$ cat config.mk
export PLATFORM = sky130hd
export DESIGN_NAME = utf8_latin1_transcode_slice
export DESIGN_NICKNAME = d
export VERILOG_FILES = /design/src/rtl/ult_pkg.sv /design/src/rtl/utf8_latin1_transcode_slice.sv
export VERILOG_INCLUDE_DIRS = /design/src /design/src/rtl
export SDC_FILE = /design/constraint.sdc
export NUM_CORES = 1
export LEC_CHECK = 0
export ABC_AREA = 1
export BUFFER_PORTS_ARGS = -buffer_cell sky130_fd_sc_hd__buf_2
export CAP_MARGIN = 20
export CORE_ASPECT_RATIO = 1.4
export CORE_UTILIZATION = 30
export CTS_CLUSTER_DIAMETER = 40
export DETAILED_ROUTE_END_ITERATION = 7
export HOLD_SLACK_MARGIN = 0.03
export PLACE_DENSITY_LB_ADDON = 0.3
export SLEW_MARGIN = 20
export SYNTH_ARGS = -nofsm -noshare
export SYNTH_HDL_FRONTEND = slang
export SYNTH_SLANG_ARGS = --single-unit
$ cat constraint.sdc
create_clock -name clk -period 14.65 [get_ports clk]
set_clock_uncertainty 0.2 [all_clocks]
set_input_delay 2.93 -clock clk [delete_from_list [all_inputs] [get_ports clk]]
set_output_delay 2.93 -clock clk [all_outputs]
set_load 0.03 [all_outputs]
$ cat src/rtl/utf8_latin1_transcode_slice_defines.svh
// Assertion macros for the UTF-8 / Latin-1 transcoder.
// Needs a clock named clk and an active-low reset named rst_n in scope.
`ifndef UTF8_LATIN1_TRANSCODE_SLICE_DEFINES_SVH
`define UTF8_LATIN1_TRANSCODE_SLICE_DEFINES_SVH

// Checked on every rising edge outside reset.
`define ULT_ASSERT(label, prop, msg) \
  label: assert property (@(posedge clk) disable iff (!rst_n) (prop)) else $error(msg);

// Checked on every rising edge, reset included.
`define ULT_ASSERT_ALWAYS(label, prop, msg) \
  label: assert property (@(posedge clk) (prop)) else $error(msg);

`endif

$ cat src/rtl/ult_pkg.sv
// Package for the UTF-8 / Latin-1 transcoder: payload structs, mode and
// register codes, lead-byte class constants. No dependencies.
`timescale 1ns / 1ps

package ult_pkg;

  typedef enum logic [1:0] {
    MODE_DECODE = 2'd0,
    MODE_ENCODE = 2'd1,
    MODE_COUNT  = 2'd2,
    MODE_SLICE  = 2'd3
  } mode_t;

  localparam int CFG_IDX_W  = 2;
  localparam int CFG_DATA_W = 16;

  localparam logic [CFG_IDX_W-1:0] REG_MODE        = 2'd0;
  localparam logic [CFG_IDX_W-1:0] REG_RANGE_FIRST = 2'd1;
  localparam logic [CFG_IDX_W-1:0] REG_RANGE_LAST  = 2'd2;

  // lead-byte class boundaries
  localparam logic [7:0] LEAD_2B = 8'hc0;
  localparam logic [7:0] LEAD_3B = 8'he0;
  localparam logic [7:0] LEAD_4B = 8'hf0;
  localparam logic [7:0] LEAD_5B = 8'hf8;
  localparam logic [7:0] LEAD_6B = 8'hfc;
  localparam logic [7:0] CONT_TAG  = 8'h80;
  localparam logic [7:0] CONT_MASK = 8'h3f;

  typedef struct packed {
    logic [7:0] in_byte;
    logic       end_of_string;
  } in_item_t;

  typedef struct packed {
    logic [7:0]  out_byte;
    logic        is_summary;
    logic [15:0] count;
    logic        status;
    logic        last_of_run;
  } out_item_t;

  // continuation bytes that follow a lead byte
  function automatic logic [2:0] extra_bytes(input logic [7:0] b);
    logic [2:0] n;
    begin
      if (b < LEAD_2B)      n = 3'd0;
      else if (b < LEAD_3B) n = 3'd1;
      else if (b < LEAD_4B) n = 3'd2;
      else if (b < LEAD_5B) n = 3'd3;
      else if (b < LEAD_6B) n = 3'd4;
      else                  n = 3'd5;
      return n;
    end
  endfunction

endpackage

$ cat src/rtl/utf8_latin1_transcode_slice.sv
// Top level of the UTF-8 / Latin-1 transcoder with count and slice modes.
// Path: input register, then result register, which offers the results.
// Throughput: one request per cycle when it yields at most one result and
// no stall; else input waits while the single result register drains (max 3).
// Reset: synchronous, active low; clears modes, counters and both stages.
// Depends on ult_pkg and utf8_latin1_transcode_slice_defines.svh.
`timescale 1ns / 1ps
`include "utf8_latin1_transcode_slice_defines.svh"

module utf8_latin1_transcode_slice
  import ult_pkg::*;
#(
  parameter int LENGTH_BITS = 16
) (
  input  logic                  clk,
  input  logic                  rst_n,
  // input channel
  input  logic                  in_valid,
  output logic                  in_stall,
  input  in_item_t              in_data,
  // result channel
  output logic                  out_valid,
  input  logic                  out_stall,
  output out_item_t             out_data,
  // configuration write port
  input  logic                  cfg_we,
  input  logic [CFG_IDX_W-1:0]  cfg_index,
  input  logic [CFG_DATA_W-1:0] cfg_wdata
);

  localparam int SHOW_W = (LENGTH_BITS > 16) ? LENGTH_BITS : 16;
  localparam logic [LENGTH_BITS-1:0] CNT_MAX = '1;

  // counters saturate at full scale
  function automatic logic [LENGTH_BITS-1:0] sat_inc(input logic [LENGTH_BITS-1:0] v);
    begin
      return (v == CNT_MAX) ? v : v + 1'b1;
    end
  endfunction

  // count field: counter clamped to 16 bits
  function automatic logic [15:0] shown(input logic [LENGTH_BITS-1:0] v);
    logic [SHOW_W-1:0] w;
    begin
      w = SHOW_W'(v);
      return (w > SHOW_W'(16'hffff)) ? 16'hffff : w[15:0];
    end
  endfunction

  // ---------------------------------------------------------------------
  // Configuration registers
  // ---------------------------------------------------------------------
  mode_t       mode_r;
  logic [15:0] range_first_r;
  logic [15:0] range_last_r;
  logic        mode_wr;

  assign mode_wr = cfg_we && (cfg_index == REG_MODE);

  always_ff @(posedge clk) begin
    if (!rst_n) begin
      mode_r        <= MODE_DECODE;
      range_first_r <= '0;
      range_last_r  <= '0;
    end else if (cfg_we) begin
      case (cfg_index)
        REG_MODE:        mode_r        <= mode_t'(cfg_wdata[1:0]);
        REG_RANGE_FIRST: range_first_r <= cfg_wdata;
        REG_RANGE_LAST:  range_last_r  <= cfg_wdata;
        default: ;  // writes beyond the register list are dropped
      endcase
    end
  end

  // ---------------------------------------------------------------------
  // Input register. A held request moves into the result register once
  // the result register is empty or hands over its final entry.
  // ---------------------------------------------------------------------
  logic       in_v_r;
  in_item_t   in_r;
  logic [1:0] res_n_r;     // results still to deliver
  out_item_t  res_r [3];
  logic       take;
  logic       move;

  assign out_valid = (res_n_r != 2'd0);
  assign out_data  = res_r[0];
  assign take      = out_valid && !out_stall;
  assign move      = in_v_r && ((res_n_r == 2'd0) || ((res_n_r == 2'd1) && !out_stall));
  assign in_stall  = in_v_r && !move;

  always_ff @(posedge clk) begin
    if (!rst_n) begin
      in_v_r <= 1'b0;
    end else if (!in_stall) begin
      in_v_r <= in_valid;
    end
  end

  always_ff @(posedge clk) begin
    if (in_valid && !in_stall) begin
      in_r <= in_data;
    end
  end

  // ---------------------------------------------------------------------
  // Stream state
  // ---------------------------------------------------------------------
  logic [7:0]             pend_lead_r,  pend_lead_nxt;
  logic                   pend_valid_r, pend_valid_nxt;
  logic [2:0]             cont_left_r,  cont_left_nxt;
  logic [LENGTH_BITS-1:0] char_idx_r,   char_idx_nxt;
  logic [LENGTH_BITS-1:0] out_cnt_r,    out_cnt_nxt;
  logic                   slice_done_r, slice_done_nxt;

  // results of the request in the input register
  logic [1:0]  data_n;
  logic [7:0]  d0_byte, d1_byte;
  logic [15:0] d0_cnt,  d1_cnt;
  logic [1:0]  new_n;
  out_item_t   new_res [3];

  logic [7:0]             b;
  logic                   eos;
  logic [LENGTH_BITS-1:0] oc_inc1, oc_inc2, ci_inc;
  logic [2:0]             b_extra;
  logic                   in_range;
  logic                   at_last;
  out_item_t              summ;

  always_comb begin
    b        = in_r.in_byte;
    eos      = in_r.end_of_string;
    oc_inc1  = sat_inc(out_cnt_r);
    oc_inc2  = sat_inc(oc_inc1);
    ci_inc   = sat_inc(char_idx_r);
    b_extra  = extra_bytes(b);
    in_range = (SHOW_W'(char_idx_r) >= SHOW_W'(range_first_r)) &&
               (SHOW_W'(char_idx_r) <= SHOW_W'(range_last_r));
    at_last  = (SHOW_W'(char_idx_r) == SHOW_W'(range_last_r));

    pend_lead_nxt  = pend_lead_r;
    pend_valid_nxt = pend_valid_r;
    cont_left_nxt  = cont_left_r;
    char_idx_nxt   = char_idx_r;
    out_cnt_nxt    = out_cnt_r;
    slice_done_nxt = slice_done_r;
    data_n         = 2'd0;
    d0_byte        = b;
    d1_byte        = {2'b10, b[5:0]};
    d0_cnt         = shown(oc_inc1);
    d1_cnt         = shown(oc_inc2);

    case (mode_r)
      MODE_DECODE: begin
        if (pend_valid_r) begin
          // the byte after a lead is always its continuation
          d0_byte        = {pend_lead_r[1:0], b[5:0]};
          data_n         = 2'd1;
          out_cnt_nxt    = oc_inc1;
          pend_valid_nxt = 1'b0;
        end else if (!b[7]) begin
          data_n      = 2'd1;
          out_cnt_nxt = oc_inc1;
        end else begin
          pend_lead_nxt = b;
          if (eos) begin
            // string ends on a lead: zero continuation
            d0_byte     = {b[1:0], 6'b0};
            data_n      = 2'd1;
            out_cnt_nxt = oc_inc1;
          end else begin
            pend_valid_nxt = 1'b1;
          end
        end
      end
      MODE_ENCODE: begin
        if (!b[7]) begin
          data_n      = 2'd1;
          out_cnt_nxt = oc_inc1;
        end else begin
          d0_byte     = LEAD_2B | {6'b0, b[7:6]};
          d1_byte     = CONT_TAG | (b & CONT_MASK);
          data_n      = 2'd2;
          out_cnt_nxt = oc_inc2;
        end
      end
      MODE_COUNT: begin
        if (cont_left_r != 3'd0) begin
          cont_left_nxt = cont_left_r - 3'd1;
        end else begin
          char_idx_nxt  = ci_inc;
          cont_left_nxt = b_extra;
        end
      end
      MODE_SLICE: begin
        if (cont_left_r != 3'd0) begin
          cont_left_nxt = cont_left_r - 3'd1;
          d0_cnt        = shown(char_idx_r);
          if (pend_valid_r) begin
            data_n = 2'd1;
          end
          if (cont_left_r == 3'd1) begin
            pend_valid_nxt = 1'b0;
          end
        end else if (!slice_done_r) begin
          char_idx_nxt   = ci_inc;
          cont_left_nxt  = b_extra;
          pend_valid_nxt = in_range && (b_extra != 3'd0);
          d0_cnt         = shown(ci_inc);
          if (at_last) begin
            slice_done_nxt = 1'b1;
          end
          if (in_range) begin
            data_n = 2'd1;
          end
        end
      end
      default: ;
    endcase

    // end-of-string summary, then the stream starts afresh
    summ.out_byte    = '0;
    summ.is_summary  = 1'b1;
    summ.count       = (mode_r == MODE_DECODE || mode_r == MODE_ENCODE) ?
                       shown(out_cnt_nxt) : shown(char_idx_nxt);
    summ.status      = (mode_r == MODE_SLICE) && !slice_done_nxt;
    summ.last_of_run = 1'b1;

    new_res[0] = '{out_byte: d0_byte, is_summary: 1'b0, count: d0_cnt,
                   status: 1'b0, last_of_run: (data_n == 2'd1) && !eos};
    new_res[1] = '{out_byte: d1_byte, is_summary: 1'b0, count: d1_cnt,
                   status: 1'b0, last_of_run: !eos};
    new_res[2] = summ;
    new_n      = data_n;

    if (eos) begin
      new_n = data_n + 2'd1;
      case (data_n)
        2'd0:    new_res[0] = summ;
        2'd1:    new_res[1] = summ;
        default: new_res[2] = summ;
      endcase
      pend_lead_nxt  = '0;
      pend_valid_nxt = 1'b0;
      cont_left_nxt  = '0;
      char_idx_nxt   = '0;
      out_cnt_nxt    = '0;
      slice_done_nxt = 1'b0;
    end
  end

  always_ff @(posedge clk) begin
    if (!rst_n || mode_wr) begin
      pend_lead_r  <= '0;
      pend_valid_r <= 1'b0;
      cont_left_r  <= '0;
      char_idx_r   <= '0;
      out_cnt_r    <= '0;
      slice_done_r <= 1'b0;
    end else if (move) begin
      pend_lead_r  <= pend_lead_nxt;
      pend_valid_r <= pend_valid_nxt;
      cont_left_r  <= cont_left_nxt;
      char_idx_r   <= char_idx_nxt;
      out_cnt_r    <= out_cnt_nxt;
      slice_done_r <= slice_done_nxt;
    end
  end

  // ---------------------------------------------------------------------
  // Result register: up to three entries of one request, shifted out
  // from entry 0 one per taken result.
  // ---------------------------------------------------------------------
  always_ff @(posedge clk) begin
    if (!rst_n) begin
      res_n_r <= 2'd0;
    end else if (move) begin
      res_n_r <= new_n;
    end else if (take) begin
      res_n_r <= res_n_r - 2'd1;
    end
  end

  always_ff @(posedge clk) begin
    if (move) begin
      res_r[0] <= new_res[0];
      res_r[1] <= new_res[1];
      res_r[2] <= new_res[2];
    end else if (take) begin
      res_r[0] <= res_r[1];
      res_r[1] <= res_r[2];
    end
  end

  // ---------------------------------------------------------------------
  // Assertions
  // ---------------------------------------------------------------------
  `ULT_ASSERT(a_summary_ends_run, out_valid && out_data.is_summary |-> out_data.last_of_run && (out_data.out_byte == 8'd0), "summary result must close its run with a zero byte")
  `ULT_ASSERT(a_status_in_summary, out_valid && !out_data.is_summary |-> !out_data.status, "status raised on a data result")
  `ULT_ASSERT(a_run_drains, out_valid && !out_stall && out_data.last_of_run && !in_v_r |=> !out_valid, "results left over after the final result of a run")
  `ULT_ASSERT(a_pending_is_lead, pend_valid_r && (mode_r == MODE_DECODE) |-> pend_lead_r[7], "decode holds a pending lead below 0x80")
  `ULT_ASSERT_ALWAYS(a_done_only_slice, rst_n && slice_done_r |-> (mode_r == MODE_SLICE), "slice end flag set outside slice mode")

endmodule
==> results.py, run 1 <==
metrics = {
    "outcome": {
        "outcome": "completed",
    },
    "layout": {
        "layout-drive-gt1-share": 0.1114,
        "antenna_cells": 0,
        "synthToLayoutAreaGrowth_pct": 10.77,
        "multi_input_area_um2": 5311,
        "fin_area_um2": 11310,
        "n_fill_cell": 3656,
        "seqCellArea_um2": 3894,
        "fin_nets": 1463,
    },
    "floorplan": {
        "pin_count": 61,
        "die_x_um": 157.9,
        "coreArea_um2": 33410,
        "start_util": 0.3056,
        "std_cell_rows": 79,
        "die_area_um2": 34790,
        "die_h_um": 220.3,
    },
    "yosys": {
        "synth_fa_ha_area_frac": 0.05392,
        "ys_top_cells_by_area": "edfxtp_1, dfxtp_1, nand2_1, a21oi_1, ha_1",
        "synthArstFlopShare": 0,
        "netlist_instances": 1388,
        "synth_compound_area_frac": 0.1857,
        "syn_area_um2": 10210,
        "ys_ff_latch": 155,
        "synth_top_cell_by_area": "edfxtp_1",
        "yosysMostFrequentCell": "nand2_1",
        "postSynthNetCount": 1464,
        "syn_area_per_cell_um2": 7.356,
        "synth_mux_area_frac": 0,
        "synth_top_family_by_area": "simple AND/OR/NAND/NOR gates",
        "netlist.area_leader.share": 0.2324,
        "synthTopCellsByCount": "nand2_1, inv_1, a21oi_1",
        "synth_top_flop_cell": "edfxtp_1",
        "yosys.area_share.simple": 0.2589,
        "yosysUniqueCellTypes": 46,
        "yosysWarnings": 0,
        "synth_edf_count": 79,
        "yosys.area_share.xor_xnor": 0.01801,
        "ys_seq_area_frac": 0.3814,
    },
    "placement": {
        "gp_congestion": 0.8848,
        "port_buffers": 60,
        "pre_cts_slack_ps": 7847,
        "placed_area_um2": 10700,
        "dp_hpwl_um": 22560,
    },
    "timing": {
        "fin_crit_sh": 0.4635,
        "drv_slew": 0,
        "max_freq_mhz": 147.3,
        "relSlewSlack": 0.3306,
        "finalSetupViolCount": 0,
        "worst_pin_slew_ps": 1002,
        "hold_viol_final": 0,
        "timing.setup.tns_ps": 0,
        "rsz0062_at_grt": "false",
        "final.min_clock_period_ps": 6791,
        "setup_slack_ps": 7859,
    },
    "cts": {
        "cts_tree": "yes",
        "clk_path_buf_depth": 2,
        "cts_resized": 0,
        "cts-root-buf": "clkbuf_16",
        "post_cts_buffers": 0,
        "clk_latency_ps": 450,
        "clk_transition_reported_paths_ps": 60,
        "clock_sinks": 155,
        "h-tree-depth": 4,
        "cts-hold-fix-buffers": 0,
        "numCtsBuffers": 17,
    },
    "power_and_ir_drop": {
        "power.clock.fraction": 0.326,
        "p_comb_frac": 0.258,
        "seqPwrFrac": 0.416,
        "ir_worst_vdd_mv": 0.08063,
        "finalPower_mw": 1.414,
        "powerDensity_nw_per_um2": 125.0,
        "switching_share": 0.3452,
        "p_switching_uw": 488.1,
        "p_int_uw": 925.7,
        "leakage_nw": 4.552,
    },
    "critical_path": {
        "worst-r2r-cell-count": 16,
        "cp_data_required_time_ps": 11520,
        "r2r_end": "res_r[0][8]$_DFFE_PP_",
        "crit_chain": "buf_2 > inv_1 > a21oi_1 > nand2_1 > inv_1 > buf_2",
        "crit_family": "buffers and inverters",
        "cp-startpoint": "out_stall",
        "cp-endpoint": "in_stall",
        "critPathBufInv": 4,
        "r2r-start": "cont_left_r[0]$_SDFFE_PP0P_",
        "worstSetupPathType": "input port to primary output",
        "worstSetupStartpointType": "input port",
        "path_depth": 6,
        "slowest_delay_ps": 180,
        "cp.arrival_ps": 3660,
        "cp-end-kind": "primary output",
        "reg2reg_slack_ps": 9810,
        "slowest_stage": "a21oi_1",
        "crit_path_max_fanout": 3,
    },
    "min_path": {
        "hp-class": "flop to flop",
    },
    "routing": {
        "detail_route.vias_per_cell": 5.062,
        "dr.first_iter.drc_count": 783,
        "firstDrtPassIters": 6,
        "finalWirelength_um": 30210,
        "postRouteAntennaNets": 0,
        "drc_errors": 0,
        "wl_per_cell_um": 16.38,
        "vias": 9339,
    },
    "grt": {
        "grt_pass1_wl_um": 48720,
        "grt_max_degree": 54,
        "grt_antenna_before_repair": 0,
        "gr-usage-all-layers": 0.1822,
        "grt_pass1_vias": 8902,
        "grt.overflow.total": 0,
    },
    "job": {
        "drv_cap": 0,
    },
}
[cell families (layout without fill, tap and decap cells)]
logic type	count (synthesis)	after routing
xor gates and xnor gates	21	21
DFF	155	155
and+or+nand+nor	597	597
AOI/OAI and AO/OA	329	329
buffers and inverters	242	254
adders and majority gates	44	44
[routing by layer]
metal	global-route usage	vias up	part of all wire
li1	-	4673	-
met1	0.2237	4352	0.43
met5	0	-	0
met3	0.03153	52	0.052
met2	0.3106	262	0.49
met4	0.07961	0	0.029
[sequential cells by signal, indices dropped and copies added (netlist names)]
name and count:
cont_left_r 3, slice_done_r 1, eos 1, range_first_r 16
pend_valid_r 1, out_cnt_r 16, res_n_r 2, range_last_r 16
res_r 70, in_v_r 1, b 8, pend_lead_r 2
char_idx_r 16, mode_r 2
[power by group through the flow]
stage / Combinational [mW] / Sequential [mW] / Clock, mW
floorplan: 0.293 / 0.598 / 0
global placement: 0.363 / 0.599 / 0
detailed placement: 0.370 / 0.599 / 0
CTS: 0.371 / 0.590 / 0.469
global route: 0.406 / 0.596 / 0.486
finish: 0.365 / 0.588 / 0.461
[worst min-delay path, stage by stage (launching register included)]
cell	delay [ps]
dfxtp_1	300
inv_1	60
a21oi_1	60
[layout by cell type (no fill, tap or decap), types with 12 or more instances in the layout]
cell type  count
a21oi_1      133
a22oi_1       22
buf_2         60
clkbuf_16     17
dfxtp_1       76
edfxtp_1      79
ha_1          44
inv_1        143
nand2_1      342
nand2_2       12
nand3_1       89
nand4_1       18
nor2_1        88
nor3_1        14
o211ai_1      25
o21ai_0      101
xor2_1        18
[per-stage QoR]
step                      utilization  std cells  hold WS, ps
final                          0.3385       1845        261.1
after global routing           0.3385       1845        284.0
after CTS                      0.3381       1845        266.1
after detailed placement       0.3202       1813        256.1
after global placement         0.3200       1812        247.1
after floorplan                     -       1388        228.0
[layout make-up]
type,count,area share
Clock buffer,18,0.03795
Inverter,151,0.05012
Clock inverter,14,0.01494
Sequential cell,155,0.3443
Timing Repair Buffer,71,0.03385
Multi-Input combinational cell,991,0.4696
Tap cell,445,0.04923
[how the worst min path moves through the flow]
stage | cells after the start | slack (ps) | endpoint | from
after floorplan | 2 | 230 | range_first_r[0]$_SDFFE_PN0P_ | range_first_r[0]$_SDFFE_PN0P_
after global placement | 2 | 250 | range_first_r[2]$_SDFFE_PN0P_ | range_first_r[2]$_SDFFE_PN0P_
after detailed placement | 2 | 260 | pend_lead_r[1]$_SDFFE_PP0P_ | pend_lead_r[1]$_SDFFE_PP0P_
after CTS | 2 | 270 | range_last_r[1]$_SDFFE_PN0P_ | range_last_r[1]$_SDFFE_PN0P_
after global routing | 2 | 280 | pend_lead_r[1]$_SDFFE_PP0P_ | pend_lead_r[1]$_SDFFE_PP0P_
final | 2 | 260 | range_first_r[14]$_SDFFE_PN0P_ | range_first_r[14]$_SDFFE_PN0P_
(Power assumes the default switching activity.)
==> run 2: changes to the inputs <==
Settings changed: ABC_AREA 1 to 0.
Clock period 14.65 ns to 6.6 ns, I/O delays scaled along.
==> results.py, run 2 <==
metrics = {
    "critical_path": {
        "cp-end-kind": "flop",
        "cp-endpoint": "res_r[0][7]$_DFFE_PP_",
        "worstSetupPathType": "flop to flop",
        "crit_path_max_fanout": 12,
        "cp_data_required_time_ps": 6600,
        "worst-r2r-cell-count": 13,
        "cp.arrival_ps": 4840,
        "worstSetupStartpointType": "flop",
        "slowest_delay_ps": 770,
        "slowest_stage": "or4_1",
        "reg2reg_slack_ps": 1760,
        "cp-startpoint": "out_cnt_r[0]$_SDFFE_PP0P_",
        "r2r_end": "res_r[0][7]$_DFFE_PP_",
        "r2r-start": "out_cnt_r[0]$_SDFFE_PP0P_",
        "crit_chain": "ha_1 > nand4_4 > or4_1 > xnor2_1 > inv_1 > ha_1 > nand4_2 > nor4_4 > buf_4 > nor2_1 > xnor2_1 > a221o_1 > a221o_1",
    },
    "placement": {
        "dp_hpwl_um": 23360,
        "gp_congestion": 0.9322,
        "port_buffers": 60,
    },
    "grt": {
        "grt_pass1_wl_um": 50220,
        "gr-usage-all-layers": 0.1925,
        "grt_antenna_before_repair": 1,
        "grt_max_degree": 54,
        "grt.overflow.total": 0,
        "grt_pass1_vias": 8649,
    },
    "min_path": {
        "hp-class": "flop to flop",
        "min_from": "range_first_r[3]$_SDFFE_PN0P_",
    },
    "cts": {
        "post_cts_buffers": 0,
        "clk_transition_reported_paths_ps": 70,
        "clk_latency_ps": 450,
        "cts_resized": 0,
        "cts_tree": "yes",
        "cts-hold-fix-buffers": 0,
        "clk_path_buf_depth": 2,
        "cts-root-buf": "clkbuf_16",
        "numCtsBuffers": 17,
        "clock_sinks": 155,
        "h-tree-depth": 4,
    },
    "floorplan": {
        "start_util": 0.3046,
        "std_cell_rows": 79,
        "die_area_um2": 34470,
        "die_x_um": 157.2,
        "coreArea_um2": 33210,
        "pin_count": 61,
        "die_h_um": 219.3,
    },
    "yosys": {
        "synthArstFlopShare": 0,
        "postSynthNetCount": 1278,
        "ys_seq_area_frac": 0.3849,
        "netlist.area_leader.share": 0.2345,
        "yosysUniqueCellTypes": 79,
        "synthTopCellsByCount": "nand2_1, a21oi_1, nor2_1",
        "ys_ff_latch": 155,
        "synth_edf_count": 79,
        "ys_top_cells_by_area": "edfxtp_1, dfxtp_1, nand2_1, ha_1, a21oi_1",
        "synth_top_cell_by_area": "edfxtp_1",
        "yosysWarnings": 0,
        "yosysMostFrequentCell": "nand2_1",
        "synth_top_flop_cell": "edfxtp_1",
        "syn_area_per_cell_um2": 8.416,
        "netlist_instances": 1202,
        "syn_area_um2": 10120,
    },
    "routing": {
        "drc_errors": 0,
        "dr.first_iter.drc_count": 724,
        "postRouteAntennaNets": 0,
        "firstDrtPassIters": 6,
        "detail_route.vias_per_cell": 5.483,
        "finalWirelength_um": 31980,
        "vias": 9052,
        "wl_per_cell_um": 19.37,
    },
    "layout": {
        "top_register": "res_r",
        "final_cell_mix": "nand2_1, a21oi_1, nor2_1",
        "antenna_cells": 0,
        "largest_reg_flops": 70,
        "synthToLayoutAreaGrowth_pct": 10.32,
        "layout-drive-gt1-share": 0.1144,
        "layout_commonest_cell": "nand2_1",
        "fin_nets": 1269,
    },
    "timing": {
        "finalSetupViolCount": 0,
        "rsz0062_at_grt": "false",
        "timing.setup.tns_ps": 0,
        "max_freq_mhz": 206.7,
        "drv_slew": 0,
        "relSlewSlack": 0.3113,
        "worst_pin_slew_ps": 1024,
        "timing.hold.ws_ps": 262.8,
        "final.min_clock_period_ps": 4839,
        "hold_viol_final": 0,
        "fin_crit_sh": 0.7331,
    },
    "power_and_ir_drop": {
        "ir_worst_vdd_mv": 0.1693,
        "powerDensity_nw_per_um2": 251.0,
        "leakage_nw": 4.027,
    },
    "outcome": {
        "outcome": "completed",
    },
    "job": {
        "drv_cap": 0,
    },
}
## run 2: cell families (layout without fill, tap and decap cells)
logic type,Yosys count,count (layout),synth area share
AO/OA/AOI/OAI,373,373,0.2445
XOR/XNOR,24,24,0.02078
adder cells (fa/ha/maj),44,44,0.05442
buffers and inverters,166,170,0.07532
flip-flops,155,155,0.3849
multiplexers,14,14,0.01435
AND/OR/NAND/NOR,426,426,0.2057
## run 2: worst min path at each step
stage	end	slack, ps	cells after the start
2_1_floorplan	range_first_r[10]$_SDFFE_PN0P_	240	2
3_3_place_gp	range_last_r[3]$_SDFFE_PN0P_	250	2
3_5_place_dp	range_first_r[6]$_SDFFE_PN0P_	260	2
4_1_cts	range_first_r[6]$_SDFFE_PN0P_	270	2
5_1_grt	range_last_r[3]$_SDFFE_PN0P_	280	2
6_report	range_first_r[3]$_SDFFE_PN0P_	260	2
## run 2: worst max-delay path, delay by kind of cell (launching register included)
family | cells | cell delay [ps]
AOI/OAI and AO/OA | 2 | 670
adders and majority gates | 2 | 660
and+or+nand+nor | 5 | 1740
xor gates and xnor gates | 2 | 420
DFF | 1 | 480
buffers and inverters | 2 | 400
## run 2: final cells by class
type / instances / area [um^2]
flip-flops and latches: 155 / 3894
inverters: 59 / 221.5
clock inverters: 13 / 100.1
multi-input cells: 881 / 5480
repair buffers: 79 / 442.9
clock buffers: 19 / 464.2
well taps: 445 / 556.8
fillers: 3588 / 22050
## run 2: through the flow
stage                     setup WS, ps  power [mW]  cells  utilization  cell area (um^2)
after global placement            1897       1.857   1619       0.3189             10590
after global routing              1570       2.933   1651       0.3360             11160
final                             1761       2.801   1651       0.3360             11160
after floorplan                  802.4       1.707   1202            -             10120
after detailed placement          1834       1.861   1619       0.3190             10600
after CTS                         1807       2.831   1651       0.3360             11160
## run 2: layer usage
| layer | part of all wire | wire length [um] | track usage |
|---|---|---|---|
| met1 | 0.44 | 14060 | 0.2447 |
| met2 | 0.48 | 15260 | 0.3161 |
| met3 | 0.046 | 1486 | 0.02962 |
| met4 | 0.036 | 1158 | 0.09223 |
| met5 | 0.00038 | 12 | 0 |
## run 2: power by group
group | switching [mW] | total (mW) | internal (mW)
logic | 0.433 | 0.608 | 0.175
clock network | 0.447 | 0.968 | 0.522
registers | 0.0455 | 1.22 | 1.18
==> run 3: changes to the inputs <==
Clock period 6.6 ns to 4.25 ns, I/O delays scaled along.
==> results.py, run 3 (same netlist as run 2, synthesis figures left out) <==
metrics = {
    "power_and_ir_drop": {
        "p_int_mw": 3.011,
        "seqPwrFrac": 0.425,
        "power.clock.fraction": 0.351,
        "finalPower_mw": 4.450,
        "p_switching_mw": 1.439,
        "leakage_nw": 4.503,
        "p_comb_frac": 0.224,
        "switching_share": 0.3233,
        "powerDensity_nw_per_um2": 374.1,
        "ir_worst_vdd_mv": 0.2247,
    },
    "critical_path": {
        "r2r-start": "char_idx_r[13]$_SDFFE_PP0P_",
        "cp.arrival_ps": 3970,
        "cp-end-kind": "flop",
        "crit_path_max_fanout": 13,
        "cp_data_required_time_ps": 4240,
        "reg2reg_slack_ps": 270,
        "r2r_end": "res_r[0][14]$_DFFE_PP_",
        "worstSetupPathType": "flop to flop",
        "worstSetupStartpointType": "flop",
        "worst-r2r-cell-count": 13,
    },
    "floorplan": {
        "die_x_um": 157.2,
        "start_util": 0.3046,
        "std_cell_rows": 79,
        "coreArea_um2": 33210,
        "pin_count": 61,
        "die_area_um2": 34470,
        "die_h_um": 219.3,
    },
    "layout": {
        "layout_commonest_cell": "nand2_1",
        "multi_input_area_um2": 5493,
        "largest_reg_flops": 70,
        "layout-drive-gt1-share": 0.1794,
        "seqCellArea_um2": 3894,
        "fin_nets": 1362,
        "synthToLayoutAreaGrowth_pct": 17.60,
        "n_fill_cell": 3533,
        "top_register": "res_r",
        "antenna_cells": 0,
        "final_cell_mix": "nand2_1, buf_4, a21oi_1",
    },
    "cts": {
        "post_cts_buffers": 0,
        "cts_resized": 0,
        "numCtsBuffers": 17,
        "clock_sinks": 155,
        "cts-hold-fix-buffers": 0,
        "clk_path_buf_depth": 2,
        "cts-root-buf": "clkbuf_16",
        "clk_transition_reported_paths_ps": 70,
        "cts_tree": "yes",
        "h-tree-depth": 4,
        "clk_latency_ps": 450,
    },
    "grt": {
        "gr-usage-all-layers": 0.2067,
        "use_met3": 0.02765,
        "use_met2": 0.3568,
        "grt-busiest-layer": "met2",
        "grt_pass1_wl_um": 53390,
        "grt_antenna_before_repair": 0,
        "grt_use_met1": 0.2531,
        "grt_max_degree": 39,
        "grt.overflow.total": 0,
        "grt_pass1_vias": 9120,
    },
    "timing": {
        "relSlewSlack": 0.3238,
        "hold_viol_final": 0,
        "fin_crit_sh": 0.9370,
        "rsz0062_at_grt": "false",
        "worst_pin_slew_ps": 1010,
        "final.min_clock_period_ps": 3982,
        "drv_slew": 0,
        "timing.setup.tns_ps": 0,
        "finalSetupViolCount": 0,
        "max_freq_mhz": 251.1,
    },
    "routing": {
        "vias": 9431,
        "wl_per_cell_um": 19.89,
        "drc_errors": 0,
        "firstDrtPassIters": 6,
        "postRouteAntennaNets": 0,
        "detail_route.vias_per_cell": 5.408,
        "finalWirelength_um": 34690,
        "dr.first_iter.drc_count": 705,
    },
    "min_path": {
        "hp-class": "flop to flop",
        "hold_depth": 2,
        "min_from": "range_first_r[7]$_SDFFE_PN0P_",
        "worstHoldEndpoint": "range_first_r[7]$_SDFFE_PN0P_",
    },
    "job": {
        "drv_cap": 0,
    },
    "placement": {
        "port_buffers": 60,
        "gp_congestion": 0.9752,
        "dp_hpwl_um": 26770,
    },
    "outcome": {
        "outcome": "completed",
    },
}
[run 3: cell count changes in the layout (fill, tap and decap cells not counted), moves of 2 or more]
cell,before,now
a2111oi_0,3,1
a2111oi_2,0,2
buf_4,19,112
clkinv_4,1,3
[run 3: metal layers]
layer  up-vias  wire length (um)
met5         -                 0
met2       350             17080
met4         0              1347
met3        73              1547
met1      4470             14710
li1       4538                 -
[run 3: per-stage QoR]
stage,instances,hold slack [ps],area (um^2),utilization,setup slack [ps]
finish,1744,262.7,11900,0.3582,267.6
global route,1744,281.4,11900,0.3582,50.56
CTS,1744,268.7,11880,0.3577,40.76
detailed placement,1712,258.4,11290,0.3399,80.43
global placement,1712,252.9,11290,0.3399,102.8
floorplan,1202,243.5,10120,-,358.0
[run 3: worst max-delay path by stage]
stage                                           start                      to  slack [ps]
after global placement     char_idx_r[0]$_SDFFE_PP0P_  res_r[0][16]$_DFFE_PP_         100
after global routing      char_idx_r[13]$_SDFFE_PP0P_  res_r[0][14]$_DFFE_PP_          50
after floorplan                             out_stall   res_r[0][0]$_DFFE_PP_         360
final                     char_idx_r[13]$_SDFFE_PP0P_  res_r[0][14]$_DFFE_PP_         270
after detailed placement   char_idx_r[0]$_SDFFE_PP0P_  res_r[0][34]$_DFFE_PP_          80
after CTS                  char_idx_r[0]$_SDFFE_PP0P_  res_r[0][16]$_DFFE_PP_          40
[run 3: power groups by stage]
stage               Sequential (mW)  Clock [mW]  Combinational [mW]
floorplan                      1.92           0               0.727
global placement               1.92           0               0.993
detailed placement             1.93           0               0.995
CTS                            1.90        1.59               0.999
global route                   1.92        1.65                1.09
finish                         1.89        1.56               0.995
[run 3: critical path: stages, from the launching register on]
cell and delay (ps):
dfxtp_1 440, ha_1 370, nand4_1 140, or2_2 350
nor3_1 380, o21bai_1 220, a31o_2 270, inv_1 90
ha_1 210, and2_1 180, buf_4 180, or4_1 530
o21ai_0 100, a31oi_1 60
[run 3: cell type report]
class | instances | share of cell area
multi-input cells | 881 | 0.4617
flip-flops and latches | 155 | 0.3273
repair buffers | 172 | 0.09592
clock buffers | 19 | 0.03902
well taps | 445 | 0.04680
inverters | 59 | 0.01862
clock inverters | 13 | 0.01062
